## src/rtl/query_value_extractor_assert.svh

```systemverilog
// ----------------------------------------------------------------------------
// Query value extractor assertion macros
// Concurrent assertion shorthands used by the extractor top level.
// ----------------------------------------------------------------------------
`ifndef QUERY_VALUE_EXTRACTOR_ASSERT_SVH
`define QUERY_VALUE_EXTRACTOR_ASSERT_SVH

// Same-cycle implication, disabled during reset
`define QVE_ASSERT_IMPL(label, clk, rst_n, ante, cons, msg) \
    label: assert property (@(posedge clk) disable iff (!rst_n) (ante) |-> (cons)) \
        else $error(msg);

// Next-cycle implication, disabled during reset
`define QVE_ASSERT_NEXT(label, clk, rst_n, ante, cons, msg) \
    label: assert property (@(posedge clk) disable iff (!rst_n) (ante) |=> (cons)) \
        else $error(msg);

`endif

```

## src/rtl/qve_pkg.sv

```systemverilog
// ----------------------------------------------------------------------------
// qve_pkg
// Shared types, character codes and decode helpers of the query extractor.
// ----------------------------------------------------------------------------
package qve_pkg;

    // Configuration port
    localparam int CFG_IDX_W  = 2;
    localparam int CFG_DATA_W = 64;
    localparam int KEY_LEN_W  = 4;

    localparam logic [CFG_IDX_W-1:0] CFG_KEY_TEXT   = 2'd0;
    localparam logic [CFG_IDX_W-1:0] CFG_KEY_LENGTH = 2'd1;

    // Defaults for top-level parameters
    localparam int DEF_MAX_KEY_BYTES = 8;
    localparam int DEF_QUEUE_DEPTH   = 4;

    // Character codes
    localparam logic [7:0] CH_QUEST = 8'h3F;
    localparam logic [7:0] CH_AMP   = 8'h26;
    localparam logic [7:0] CH_EQ    = 8'h3D;
    localparam logic [7:0] CH_PLUS  = 8'h2B;
    localparam logic [7:0] CH_PCT   = 8'h25;
    localparam logic [7:0] CH_SPACE = 8'h20;

    typedef enum logic [2:0] {
        PH_SEEK,
        PH_KEY,
        PH_SKIP,
        PH_EMIT,
        PH_DONE
    } phase_t;

    typedef enum logic [1:0] {
        ESC_NONE,
        ESC_PCT,
        ESC_DIGIT
    } esc_t;

    // One parsed step: up to two results
    typedef struct packed {
        logic [7:0] b0;
        logic       v0;
        logic [7:0] b1;
        logic       two;
        logic       found;
        logic       last;
    } qve_rec_t;

    // Queue status toward both sides
    typedef struct packed {
        logic empty;
        logic full;
    } qve_qstat_t;

    // '+' reads as a space
    function automatic logic [7:0] plain_byte(input logic [7:0] c);
        plain_byte = (c == CH_PLUS) ? CH_SPACE : c;
    endfunction

    // {valid, value} of one hex digit
    function automatic logic [4:0] hex_digit(input logic [7:0] c);
        logic [7:0] d;
        d = 8'h00;
        hex_digit = 5'b0_0000;
        if (c >= 8'h30 && c <= 8'h39)
        begin
            d = c - 8'h30;
            hex_digit = {1'b1, d[3:0]};
        end
        else if (c >= 8'h61 && c <= 8'h66)
        begin
            d = c - 8'h57;
            hex_digit = {1'b1, d[3:0]};
        end
        else if (c >= 8'h41 && c <= 8'h46)
        begin
            d = c - 8'h37;
            hex_digit = {1'b1, d[3:0]};
        end
    endfunction

    // Two-digit escape; a bad first digit gives 0, a bad second the first
    function automatic logic [7:0] hex_decode(input logic [7:0] c1, input logic [7:0] c2);
        logic [4:0] h1;
        logic [4:0] h2;
        h1 = hex_digit(c1);
        h2 = hex_digit(c2);
        if (!h1[4])
            hex_decode = 8'h00;
        else if (!h2[4])
            hex_decode = {4'h0, h1[3:0]};
        else
            hex_decode = {h1[3:0], h2[3:0]};
    endfunction

endpackage

```

## src/rtl/qve_parser.sv

```systemverilog
// ----------------------------------------------------------------------------
// qve_parser
// Front end: holds the key registers, walks the target one byte per
// transaction and turns each byte into a record of up to two results.
// ----------------------------------------------------------------------------
module qve_parser
    import qve_pkg::*;
#(
    parameter int MAX_KEY_BYTES = DEF_MAX_KEY_BYTES
)
(
    input  logic                  clk,
    input  logic                  rst_n,
    input  logic                  cfg_valid,
    input  logic [CFG_IDX_W-1:0]  cfg_index,
    input  logic [CFG_DATA_W-1:0] cfg_data,
    input  logic                  accept,
    input  logic [7:0]            in_byte,
    input  logic                  end_of_target,
    output logic                  rec_push,
    output qve_rec_t              rec
);

    localparam int POS_W  = $clog2(MAX_KEY_BYTES + 1);
    localparam int KIDX_W = (MAX_KEY_BYTES > 1) ? $clog2(MAX_KEY_BYTES) : 1;

    logic [7:0]           key_bytes_reg [MAX_KEY_BYTES];
    logic [KEY_LEN_W-1:0] key_length_reg;

    phase_t           phase_reg, phase_next;
    logic [POS_W-1:0] pos_reg, pos_next;
    logic             mis_reg, mis_next;
    esc_t             esc_reg, esc_next;
    logic [7:0]       first_reg, first_next;

    logic [POS_W-1:0] eff_len;
    logic [7:0]       key_byte;
    logic [1:0]       nb;
    logic [7:0]       bb0;
    logic [7:0]       bb1;
    logic             fin;
    logic             fnd;
    logic             matches_cur;
    logic             matches_mid;

    // Configuration registers
    always_ff @(posedge clk or negedge rst_n)
    begin
        if (!rst_n)
        begin
            for (int i = 0; i < MAX_KEY_BYTES; i++)
                key_bytes_reg[i] <= 8'h00;
            key_length_reg <= '0;
        end
        else if (cfg_valid)
        begin
            case (cfg_index)
                CFG_KEY_TEXT:
                begin
                    for (int i = 0; i < MAX_KEY_BYTES; i++)
                        key_bytes_reg[i] <= cfg_data[8*i +: 8];
                end
                CFG_KEY_LENGTH: key_length_reg <= cfg_data[KEY_LEN_W-1:0];
                default: ;
            endcase
        end
    end

    // Oversized length clamps to the key storage
    assign eff_len = (key_length_reg > KEY_LEN_W'(MAX_KEY_BYTES)) ?
                     POS_W'(MAX_KEY_BYTES) : POS_W'(key_length_reg);
    assign key_byte = key_bytes_reg[pos_reg[KIDX_W-1:0]];

    // Per-byte parse step
    always_comb
    begin
        phase_next  = phase_reg;
        pos_next    = pos_reg;
        mis_next    = mis_reg;
        esc_next    = esc_reg;
        first_next  = first_reg;
        nb          = 2'd0;
        bb0         = 8'h00;
        bb1         = 8'h00;
        fin         = 1'b0;
        fnd         = 1'b0;
        matches_cur = !mis_reg && (pos_reg == eff_len);

        case (phase_reg)
            PH_SEEK:
            begin
                if (in_byte == CH_QUEST)
                begin
                    phase_next = PH_KEY;
                    pos_next   = '0;
                    mis_next   = 1'b0;
                end
            end
            PH_KEY:
            begin
                if (in_byte == CH_AMP)
                begin
                    if (matches_cur)
                    begin
                        fin        = 1'b1;
                        fnd        = 1'b1;
                        phase_next = PH_DONE;
                    end
                    else
                    begin
                        pos_next = '0;
                        mis_next = 1'b0;
                    end
                end
                else if (in_byte == CH_EQ)
                begin
                    if (matches_cur)
                    begin
                        phase_next = PH_EMIT;
                        esc_next   = ESC_NONE;
                    end
                    else
                        phase_next = PH_SKIP;
                end
                else if (!mis_reg && (pos_reg < eff_len) && (in_byte == key_byte))
                    pos_next = pos_reg + POS_W'(1);
                else
                    mis_next = 1'b1;
            end
            PH_SKIP:
            begin
                if (in_byte == CH_AMP)
                begin
                    phase_next = PH_KEY;
                    pos_next   = '0;
                    mis_next   = 1'b0;
                end
            end
            PH_EMIT:
            begin
                if (in_byte == CH_AMP)
                begin
                    // pending short escape goes out literally
                    case (esc_reg)
                        ESC_PCT:
                        begin
                            bb0 = CH_PCT;
                            nb  = 2'd1;
                        end
                        ESC_DIGIT:
                        begin
                            bb0 = CH_PCT;
                            bb1 = plain_byte(first_reg);
                            nb  = 2'd2;
                        end
                        default: ;
                    endcase
                    esc_next   = ESC_NONE;
                    fin        = 1'b1;
                    fnd        = 1'b1;
                    phase_next = PH_DONE;
                end
                else
                begin
                    case (esc_reg)
                        ESC_NONE:
                        begin
                            if (in_byte == CH_PCT)
                                esc_next = ESC_PCT;
                            else
                            begin
                                bb0 = plain_byte(in_byte);
                                nb  = 2'd1;
                            end
                        end
                        ESC_PCT:
                        begin
                            first_next = in_byte;
                            esc_next   = ESC_DIGIT;
                        end
                        default:
                        begin
                            bb0      = hex_decode(first_reg, in_byte);
                            nb       = 2'd1;
                            esc_next = ESC_NONE;
                        end
                    endcase
                end
            end
            default: ;
        endcase

        matches_mid = !mis_next && (pos_next == eff_len);

        // End of target closes an open answer
        if (end_of_target && !fin && (phase_next != PH_DONE))
        begin
            case (phase_next)
                PH_EMIT:
                begin
                    case (esc_next)
                        ESC_PCT:
                        begin
                            bb0 = CH_PCT;
                            nb  = 2'd1;
                        end
                        ESC_DIGIT:
                        begin
                            bb0 = CH_PCT;
                            bb1 = plain_byte(first_next);
                            nb  = 2'd2;
                        end
                        default: ;
                    endcase
                    fnd = 1'b1;
                end
                PH_KEY:  fnd = matches_mid && (eff_len != '0);
                default: fnd = 1'b0;
            endcase
            fin = 1'b1;
        end

        // Record toward the back end; a bare result when no byte is out
        rec.b0    = (nb != 2'd0) ? bb0 : 8'h00;
        rec.v0    = (nb != 2'd0);
        rec.b1    = bb1;
        rec.two   = (nb == 2'd2);
        rec.found = (nb != 2'd0) ? 1'b1 : fnd;
        rec.last  = fin;
        rec_push  = accept && ((nb != 2'd0) || fin);
    end

    // Parse state; every end of target returns to the start
    always_ff @(posedge clk or negedge rst_n)
    begin
        if (!rst_n)
        begin
            phase_reg <= PH_SEEK;
            pos_reg   <= '0;
            mis_reg   <= 1'b0;
            esc_reg   <= ESC_NONE;
            first_reg <= 8'h00;
        end
        else if (accept)
        begin
            if (end_of_target)
            begin
                phase_reg <= PH_SEEK;
                pos_reg   <= '0;
                mis_reg   <= 1'b0;
                esc_reg   <= ESC_NONE;
                first_reg <= 8'h00;
            end
            else
            begin
                phase_reg <= phase_next;
                pos_reg   <= pos_next;
                mis_reg   <= mis_next;
                esc_reg   <= esc_next;
                first_reg <= first_next;
            end
        end
    end

endmodule

```

## src/rtl/qve_queue.sv

```systemverilog
// ----------------------------------------------------------------------------
// qve_queue
// Short record queue between the parser and the result emitter.
// ----------------------------------------------------------------------------
module qve_queue
    import qve_pkg::*;
#(
    parameter int QUEUE_DEPTH = DEF_QUEUE_DEPTH
)
(
    input  logic       clk,
    input  logic       rst_n,
    input  logic       push,
    input  qve_rec_t   push_data,
    input  logic       pop,
    output qve_rec_t   head,
    output qve_qstat_t qstat
);

    localparam int PTR_W = (QUEUE_DEPTH > 1) ? $clog2(QUEUE_DEPTH) : 1;
    localparam int CNT_W = $clog2(QUEUE_DEPTH + 1);

    qve_rec_t         slots_reg [QUEUE_DEPTH];
    logic [PTR_W-1:0] wr_ptr_reg;
    logic [PTR_W-1:0] rd_ptr_reg;
    logic [CNT_W-1:0] count_reg;
    logic             do_push;
    logic             do_pop;

    assign qstat.empty = (count_reg == '0);
    assign qstat.full  = (count_reg == CNT_W'(QUEUE_DEPTH));
    assign do_push     = push && !qstat.full;
    assign do_pop      = pop && !qstat.empty;
    assign head        = slots_reg[rd_ptr_reg];

    // Storage
    always_ff @(posedge clk)
    begin
        if (do_push)
            slots_reg[wr_ptr_reg] <= push_data;
    end

    // Pointers and fill count
    always_ff @(posedge clk or negedge rst_n)
    begin
        if (!rst_n)
        begin
            wr_ptr_reg <= '0;
            rd_ptr_reg <= '0;
            count_reg  <= '0;
        end
        else
        begin
            if (do_push)
                wr_ptr_reg <= (wr_ptr_reg == PTR_W'(QUEUE_DEPTH - 1)) ?
                              '0 : wr_ptr_reg + PTR_W'(1);
            if (do_pop)
                rd_ptr_reg <= (rd_ptr_reg == PTR_W'(QUEUE_DEPTH - 1)) ?
                              '0 : rd_ptr_reg + PTR_W'(1);
            if (do_push && !do_pop)
                count_reg <= count_reg + CNT_W'(1);
            else if (do_pop && !do_push)
                count_reg <= count_reg - CNT_W'(1);
        end
    end

endmodule

```

## src/rtl/qve_emitter.sv

```systemverilog
// ----------------------------------------------------------------------------
// qve_emitter
// Back end: presents the queued records one result at a time.
// ----------------------------------------------------------------------------
module qve_emitter
    import qve_pkg::*;
(
    input  logic       clk,
    input  logic       rst_n,
    input  qve_rec_t   head,
    input  qve_qstat_t qstat,
    input  logic       pop,
    output logic       q_pop,
    output logic       empty,
    output logic [7:0] out_byte,
    output logic       byte_valid,
    output logic       found,
    output logic       last
);

    logic half_reg;
    logic take;

    assign empty = qstat.empty;
    assign take  = pop && !qstat.empty;
    assign q_pop = take && (!head.two || half_reg);

    // Result mux: first or second half of the head record
    always_comb
    begin
        if (half_reg)
        begin
            out_byte   = head.b1;
            byte_valid = 1'b1;
            found      = head.found;
            last       = head.last;
        end
        else
        begin
            out_byte   = head.b0;
            byte_valid = head.v0;
            found      = head.found;
            last       = head.last && !head.two;
        end
    end

    // Half select for two-result records
    always_ff @(posedge clk or negedge rst_n)
    begin
        if (!rst_n)
            half_reg <= 1'b0;
        else if (take)
            half_reg <= head.two && !half_reg;
    end

endmodule

```

## src/rtl/query_value_extractor.sv

```systemverilog
// ----------------------------------------------------------------------------
// query_value_extractor
// Finds a configured key in the query of a request target and streams its
// percent-decoded value.
// Input: push in_byte/end_of_target while full is low, one byte a cycle.
// Config: cfg_valid with cfg_index (0 key_text, 1 key_length) and cfg_data;
//   cfg_ready is always high; write only while idle.
// Results: while empty is low the oldest result sits on out_byte,
//   byte_valid, found and last; pop takes it.
// Each result is registered in the record queue before it reaches the outputs.
// Throughput: one byte per cycle unless full; a two-result byte holds the
//   output for two pops, and the record queue absorbs the difference.
// Each target ends in exactly one result with last high.
// Reset clears the parse state, the queue and the key registers.
// If pop stays low the queue fills and full stalls the input.
// ----------------------------------------------------------------------------
`include "query_value_extractor_assert.svh"

module query_value_extractor
    import qve_pkg::*;
#(
    parameter int MAX_KEY_BYTES = DEF_MAX_KEY_BYTES,
    parameter int QUEUE_DEPTH   = DEF_QUEUE_DEPTH
)
(
    input  logic                  clk,
    input  logic                  rst_n,
    input  logic                  cfg_valid,
    output logic                  cfg_ready,
    input  logic [CFG_IDX_W-1:0]  cfg_index,
    input  logic [CFG_DATA_W-1:0] cfg_data,
    input  logic                  push,
    output logic                  full,
    input  logic [7:0]            in_byte,
    input  logic                  end_of_target,
    output logic                  empty,
    input  logic                  pop,
    output logic [7:0]            out_byte,
    output logic                  byte_valid,
    output logic                  found,
    output logic                  last
);

    qve_rec_t   rec;
    qve_rec_t   head;
    qve_qstat_t qstat;
    logic       rec_push;
    logic       q_pop;
    logic       accept;

    assign cfg_ready = 1'b1;
    assign full      = qstat.full;
    assign accept    = push && !qstat.full;

    // Front end
    qve_parser #(
        .MAX_KEY_BYTES (MAX_KEY_BYTES)
    ) u_parser (
        .clk           (clk),
        .rst_n         (rst_n),
        .cfg_valid     (cfg_valid),
        .cfg_index     (cfg_index),
        .cfg_data      (cfg_data),
        .accept        (accept),
        .in_byte       (in_byte),
        .end_of_target (end_of_target),
        .rec_push      (rec_push),
        .rec           (rec)
    );

    // Record queue
    qve_queue #(
        .QUEUE_DEPTH (QUEUE_DEPTH)
    ) u_queue (
        .clk       (clk),
        .rst_n     (rst_n),
        .push      (rec_push),
        .push_data (rec),
        .pop       (q_pop),
        .head      (head),
        .qstat     (qstat)
    );

    // Back end
    qve_emitter u_emitter (
        .clk        (clk),
        .rst_n      (rst_n),
        .head       (head),
        .qstat      (qstat),
        .pop        (pop),
        .q_pop      (q_pop),
        .empty      (empty),
        .out_byte   (out_byte),
        .byte_valid (byte_valid),
        .found      (found),
        .last       (last)
    );

    // Assertions
    `QVE_ASSERT_IMPL(a_no_push_when_full, clk, rst_n, qstat.full, !rec_push, "push into full queue")
    `QVE_ASSERT_IMPL(a_bare_is_last, clk, rst_n, !empty && !byte_valid, last, "bare result not last")
    `QVE_ASSERT_IMPL(a_two_has_bytes, clk, rst_n, rec_push && rec.two, rec.v0, "no first byte")
    `QVE_ASSERT_IMPL(a_rec_needs_accept, clk, rst_n, rec_push, accept, "record without byte")

endmodule

```

## config.mk

```make
export PLATFORM = sky130hd
export DESIGN_NAME = query_value_extractor
export DESIGN_NICKNAME = d
export VERILOG_FILES = /design/src/rtl/qve_pkg.sv /design/src/rtl/qve_parser.sv /design/src/rtl/qve_queue.sv /design/src/rtl/qve_emitter.sv /design/src/rtl/query_value_extractor.sv
export VERILOG_INCLUDE_DIRS = /design/src /design/src/rtl
export SDC_FILE = /design/constraint.sdc
export NUM_CORES = 1
export LEC_CHECK = 0
export BUFFER_PORTS_ARGS = -buffer_cell sky130_fd_sc_hd__buf_4
export CAP_MARGIN = 10
export CELL_PAD_IN_SITES_DETAIL_PLACEMENT = 1
export CELL_PAD_IN_SITES_GLOBAL_PLACEMENT = 1
export CORE_ASPECT_RATIO = 0.8
export CORE_MARGIN = 8
export CORE_UTILIZATION = 48
export DETAILED_ROUTE_END_ITERATION = 16
export GPL_TIMING_DRIVEN = 0
export PLACE_DENSITY = 0.86
export SYNTH_ARGS = -nofsm -noshare
export SYNTH_HDL_FRONTEND = slang
export SYNTH_SLANG_ARGS = --single-unit
export TNS_END_PERCENT = 1
```

## constraint.sdc

```tcl
create_clock -name clk -period 7.2 [get_ports clk]
set_input_delay 1.44 -clock clk [delete_from_list [all_inputs] [get_ports clk]]
set_output_delay 1.44 -clock clk [all_outputs]
set_load 0.01 [all_outputs]
```

## Word-level counts from Yosys, hierarchy flattened

Memories as Yosys holds them, arrays and structs flattened.
Index checks and enable logic that the tools add are counted.

- Bits in writable memories: 80
- Input bits: 80
- Output and inout bits: 14
- Logic and storage cells: 215
- Memories kept: 1
- Bits in registers: 94

Memories:

| name | depth | width | read ports | clocked after Yosys merged registers in | wr ports | RTL line | RTL |
|---|---|---|---|---|---|---|---|
| u_queue.slots_reg | 4 | 20 | 1 | 0 | 1 | qve_queue.sv:23 | `qve_rec_t slots_reg [QUEUE_DEPTH];` |

- Eq/ne operators: 25
- Bitwise gates (word level): 1
- Reductions and logical operators: 46
- $add $sub $neg: 11
- $lt $le $gt $ge: 15
- Multiplexer cells: 98

Operators by type and width:

| operator | number |
|---|---|
| 2-to-1 mux 8 bit | 25 |
| 2-to-1 mux 5 bit | 12 |
| equality test 8 x 6 -> 1 bit, second input constant | 7 |
| greater-or-equal comparator 8 x 7 -> 1 bit, second input constant | 4 |
| less-or-equal comparator 8 x 7 -> 1 bit, second input constant | 4 |
| 2-to-1 mux 4 bit | 8 |
| 2-to-1 mux 3 bit | 9 |
| binary-select mux 8 bit (select 3 bit) | 1 |
| 2-to-1 mux 2 bit | 12 |
| logical AND 1 bit | 23 |
| one-hot mux 2 bit (2 select lines) | 5 |
| 2-to-1 mux 1 bit | 19 |
| greater-or-equal comparator 8 x 6 -> 1 bit, second input constant | 2 |
| less-or-equal comparator 8 x 6 -> 1 bit, second input constant | 2 |
| one-hot mux 8 bit (2 select lines) | 1 |
| subtractor 4 x 3 -> 4 bit, second input constant | 4 |
| one-hot mux 3 bit (4 select lines) | 1 |
| one-hot mux 4 bit (3 select lines) | 1 |
| equality test 2 bit, second input constant | 5 |
| equality test 3 x 2 -> 1 bit, second input constant | 3 |
| zero test 1 bit | 9 |
| equality test 4 bit | 2 |
| equality test 8 bit | 1 |
| subtractor 4 x 1 -> 4 bit, second input constant | 2 |
| other kinds (22) | 34 |

## Logic depth before layout (Yosys ltp)

- Depth after elaboration: 20
- Gate-level depth with buffers: 22
- Mapped depth without buffers: 20

## Modules after synthesis

From an unflattened synthesis, not the netlist that was laid out.

- Cells, all modules: 677
- Area total of the unflattened synthesis: 9001.1 sq um

Modules (own cells, without submodules):

| module | area an instance (sq um) | cells an instance | seq. area each (sq um) | times used |
|---|---|---|---|---|
| qve_parser | 5439.0 | 515 | 2152.1 | 1 |
| qve_queue | 3323.2 | 141 | 2577.5 | 1 |
| qve_emitter | 214.0 | 18 | 25.0 | 1 |
| query_value_extractor | 25.0 | 3 | 0.0 | 1 |

## Least setup slack after synthesis

OpenSTA, ideal clock, no wires.

- Path type: input to register
- From: in in_byte[0]
- To: reg u_queue.count_reg[2]
- Data required time: 7121 ps
- Stages on the path: 22
- Setup time: 79 ps
- Arrival time: 5395 ps
- Buffers on the path: 3
- Setup slack: 1725 ps
- Path through: clkbuf_1 inv_1 ha_1 and3_1 clkbuf_8 nor3_1 nand2_1 nor3_1 o21ai_0 inv_1 ha_1 nand2b_1 clkbuf_1 nand2_1 o31ai_1 a21oi_1 ha_1 inv_1 fa_1 xor2_1 nor2_1 xor2_1

- Cells in the longest elaborated chain, start to end: 16
- Elaborated cells on any way between the ends: 43
- Those cells by class: eq/ne: 8; mux: 24; reduce/logical: 11

RTL lines:

| item | RTL line | RTL |
|---|---|---|
| start: declaration | query_value_extractor.sv:34 | `input logic [7:0] in_byte,` |
| equality test 8 x 6 -> 1 bit | qve_parser.sv:168 | `if (in_byte == CH_PCT)` |
| 2-to-1 mux 2 bit | qve_parser.sv:168 |  |
| one-hot mux 2 bit (2 select lines) | qve_parser.sv:165 | `case (esc_reg)` |
| 2-to-1 mux 2 bit | qve_parser.sv:141 | `if (in_byte == CH_AMP)` |
| one-hot mux 2 bit (2 select lines) | qve_parser.sv:89 | `case (phase_reg)` |
| equality test 2 bit / equality test 2 x 1 -> 1 bit (equally long branches) | qve_parser.sv:201 | `case (esc_next)` |
| one-hot mux 2 bit (2 select lines) | qve_parser.sv:201 |  |
| 2-to-1 mux 2 bit | qve_parser.sv:198 | `case (phase_next)` |
| 2-to-1 mux 2 bit | qve_parser.sv:196 | `if (end_of_target && !fin && (phase_next != PH_DONE))` |
| nonzero test 2 bit | qve_parser.sv:230 | `rec_push = accept && ((nb != 2'd0) \|\| fin);` |
| logical OR 1 bit (*) | qve_parser.sv:230 |  |
| logical AND 1 bit (*) | qve_parser.sv:230 |  |
| logical AND 1 bit (*) | qve_queue.sv:32 | `assign do_push = push && !qstat.full;` |
| via u_queue.do_push | qve_queue.sv:27 | `logic do_push;` |
| zero test 1 bit | qve_queue.sv:62 | `else if (do_pop && !do_push)` |
| logical AND 1 bit | qve_queue.sv:62 |  |
| nonzero test 2 bit (no source line) | -- |  |
| end signal: assignment | qve_queue.sv:61 | `count_reg <= count_reg + CNT_W'(1);` |
| end signal: assignment | qve_queue.sv:63 | `count_reg <= count_reg - CNT_W'(1);` |
| end: declaration | qve_queue.sv:26 | `logic [CNT_W-1:0] count_reg;` |

Mark *: on every way through the listed nets, which the timed path passes. The rest lies on a longest branch.
A chain may end at the register's enable or synchronous reset.

## Worst setup path in the final report

- From: in in_byte[5]
- To: mem u_queue.slots_reg[0][0] (netlist bit) (enable)

- Cells in the longest elaborated chain, start to end: 15
- Elaborated cells on any way between the ends: 40
- Those cells by class: eq/ne: 8; mux: 25; reduce/logical: 7

RTL lines:

| item | RTL line | RTL |
|---|---|---|
| equality test 8 x 6 -> 1 bit | qve_parser.sv:168 |  |
| 2-to-1 mux 2 bit | qve_parser.sv:168 |  |
| one-hot mux 2 bit (2 select lines) | qve_parser.sv:165 |  |
| 2-to-1 mux 2 bit | qve_parser.sv:141 |  |
| one-hot mux 2 bit (2 select lines) | qve_parser.sv:89 |  |
| equality test 2 bit / equality test 2 x 1 -> 1 bit (equally long branches) | qve_parser.sv:201 |  |
| one-hot mux 2 bit (2 select lines) | qve_parser.sv:201 |  |
| 2-to-1 mux 2 bit | qve_parser.sv:198 |  |
| 2-to-1 mux 2 bit | qve_parser.sv:196 |  |
| nonzero test 2 bit | qve_parser.sv:230 |  |
| logical OR 1 bit (*) | qve_parser.sv:230 |  |
| logical AND 1 bit (*) | qve_parser.sv:230 |  |
| logical AND 1 bit (*) | qve_queue.sv:32 |  |
| via u_queue.do_push | qve_queue.sv:27 |  |
| 2-to-1 mux 1 bit (*) | qve_queue.sv:39 | `if (do_push)` |
| 2-to-1 mux 1 bit (implied by the code) (*) | qve_queue.sv:40 | `slots_reg[wr_ptr_reg] <= push_data;` |
| end: declaration | qve_queue.sv:23 |  |

Marked as above.

==> metrics.txt <==
routed len/inst about 26 µm; Via density between 6 and 7; nature of the critical path startpoint input pin; Core Box Area 18200 µm²; grt ovf 0; Final setup viols 0; post-synth top area share 0.268; TritonCTS Sinks 174; Hold Path Depth 1; Synth area leaders edfxtp_1, dfrtp_1, mux2_2, mux4_2, ha_1; syn_nets about 800; EDFF count, synth 80; Post-Route Setup TNS 0 ns; global-route wire length before repair around 42000 µm; Max Slew Vio Count 0; Post-CTS Repair Setup Buffers 0; Inst Count DP between 1k and 1.5k; Yosys warning count 0; H-tree levels 4; Tmin final 6.94 ns; clk slew on worst S/H paths ~0.070 ns; Total Wirelength between 20000 and 30000 µm; Buffers on Ports 89; cts repair resizes 0; worst-margin pin slew roughly 1.2 ns; synthesized area per cell 13.2 µm²; Cell Count, Final, Fillers Out between 1k and 1.5k; Pwr Density ~290 nW/µm²; DR pass1 iterations 6; max_cap viols 0; TritonCTS Buffers 17; Seq cells post-synth about 170; DP HPWL about 19000 µm; cell depth of the worst flop-to-flop path 16; Crit path arrival time 6.99 ns; Primary FF master, synth dfrtp_1; max FFs per register 80; DR iter-0 viols around 540; HP Start u_queue.count_reg[2]; die area roughly 23000 µm²; sequential fraction of the synthesis area 0.530; clk_lat worst skew 0.44 ns; ys async rst share 0.540; DRC 0; worst hold endpoint u_queue.count_reg[2]; RR Endpoint u_queue.slots_reg[0][0]; Layout Skew 0.0142 ns; Vias between 6k and 7k; Post-Syn Area ~9000 µm²; status completed; R2R setup slack between 1.5 and 2 ns; CTS tree built; f_max about 140 MHz; Min-Delay Path Class reg -> reg; number of diodes 0; IO Pins 94; CP max FO 20; DIE WIDTH around 170 µm; Worst EP required between 7 and 8 ns; Die Ht 138 µm; initial antenna violation count 0; Rows 44; Placer Congestion just under 0.9; # hold bufs at CTS 0; gr usage total 0.233; Syn Inst Count a little under 700; clk buf depth 2; commonest non-fill, non-tap cell in the layout dfrtp_1; nets between 800 and 900; unrepaired setup endpoints after global routing false; VDD IR max ~0.00018 V; area grow syn2layout 17.9%; leading area contributor after synthesis edfxtp_1; vias in the first global route 7242; largest net degree at the start of global routing 95; final period utilization 0.964; Starting Density 0.492; layout cells sized above 1 0.315; post-synth cell types between 70 and 80; worst r2r src u_parser.pos_reg[0]; Worst setup EP type flop; Routed Antenna Nets 0; P_leak 0.00412 µW; Final Hold Viols 0; worst rel slew slack 0.195; Setup CP Type in -> reg; Clock Root Buffer clkbuf_16; most frequent cells in the layout dfrtp_1, buf_4, mux2_2
## layout make-up
cell class	count	area (µm²)
clock buffers	19	464
repair buffers	90	696
well taps	253	317
flip-flops and latches	174	4750
plain buffers	34	205
clock inverters	13	134
inverters	20	75.1
fillers	1796	7640
multi-input cells	452	3940
## stage by stage
stage | hold WS (ns) | instance area (µm²) | total power (µW) | util | worst slack (ns)
2_1_floorplan | 0.456 | 8970 | 1810 | - | 1.73
3_5_place_dp | 0.480 | 9960 | 2150 | 0.546 | 0.185
4_1_cts | 0.492 | 10600 | 3100 | 0.579 | 0.510
3_3_place_gp | 0.472 | 9960 | 2060 | 0.546 | 0.409
5_1_grt | 0.518 | 10600 | 3200 | 0.581 | 0.0787
6_report | 0.494 | 10600 | 3090 | 0.581 | 0.261
## cell usage after synthesis, types with 9 or more instances
cell      instances
a31oi_1           9
o21ai_0          25
dfrtp_1          94
nor2_1           38
a21oi_1          26
edfxtp_1         80
ha_1             27
and2_1            9
nand2_1          34
mux2_2           82
a22oi_1          15
mux2i_1          25
mux4_2           23
inv_1            18
nor3_1           12
clkbuf_1         22
## where the power goes
part / internal, µW / switching [µW] / total (µW) / leakage (µW)
clock: 492 / 448 / 940 / 0.000296
sequential: 1190 / 113 / 1300 / 0.00191
combinational: 420 / 425 / 845 / 0.00192
## cell families after synthesis
logic type	Yosys count	synth area share
AO/OA/AOI/OAI	122	0.0899
XOR/XNOR	12	0.0117
adder cells (fa/ha/maj)	28	0.0399
buffers and inverters	54	0.0312
flip-flops	174	0.530
multiplexers	135	0.203
other	1	0.000418
AND/OR/NAND/NOR	154	0.0938
## layer usage
metal  track usage  vias up  wire (µm)
li1              -     2795          -
met1         0.298     3379      11400
met2         0.374      336      13100
met3        0.0595       75       2030
met4        0.0882        0        672
met5             0        -          0
## critical path: stages
cell	delay [ns]
clkbuf_1	0.49
nor4bb_1	0.56
clkbuf_1	0.36
and3_1	0.25
clkbuf_8	0.18
nor3_1	0.15
nand2_1	0.13
nor3_1	0.05
o21ai_0	0.53
inv_1	0.12
ha_1	0.31
nand2b_1	0.16
clkbuf_1	0.26
nand2_1	0.17
o31ai_1	0.15
a21oi_1	0.62
and2_1	1.03
## worst max path at each step
stage                from                  endpoint  slack [ns]  cells past startpoint
3_5_place_dp   in_byte[0]  u_queue.slots_reg[0][19]        0.19                     18
2_1_floorplan  in_byte[0]      u_queue.count_reg[2]        1.73                     22
5_1_grt        in_byte[0]   u_queue.slots_reg[1][3]        0.08                     18
4_1_cts        in_byte[0]  u_queue.slots_reg[0][10]        0.51                     18
6_report       in_byte[5]   u_queue.slots_reg[0][0]        0.26                     17
3_3_place_gp   in_byte[0]  u_queue.slots_reg[1][10]        0.41                     18
Note: power is estimated with default switching activity, not from simulation.
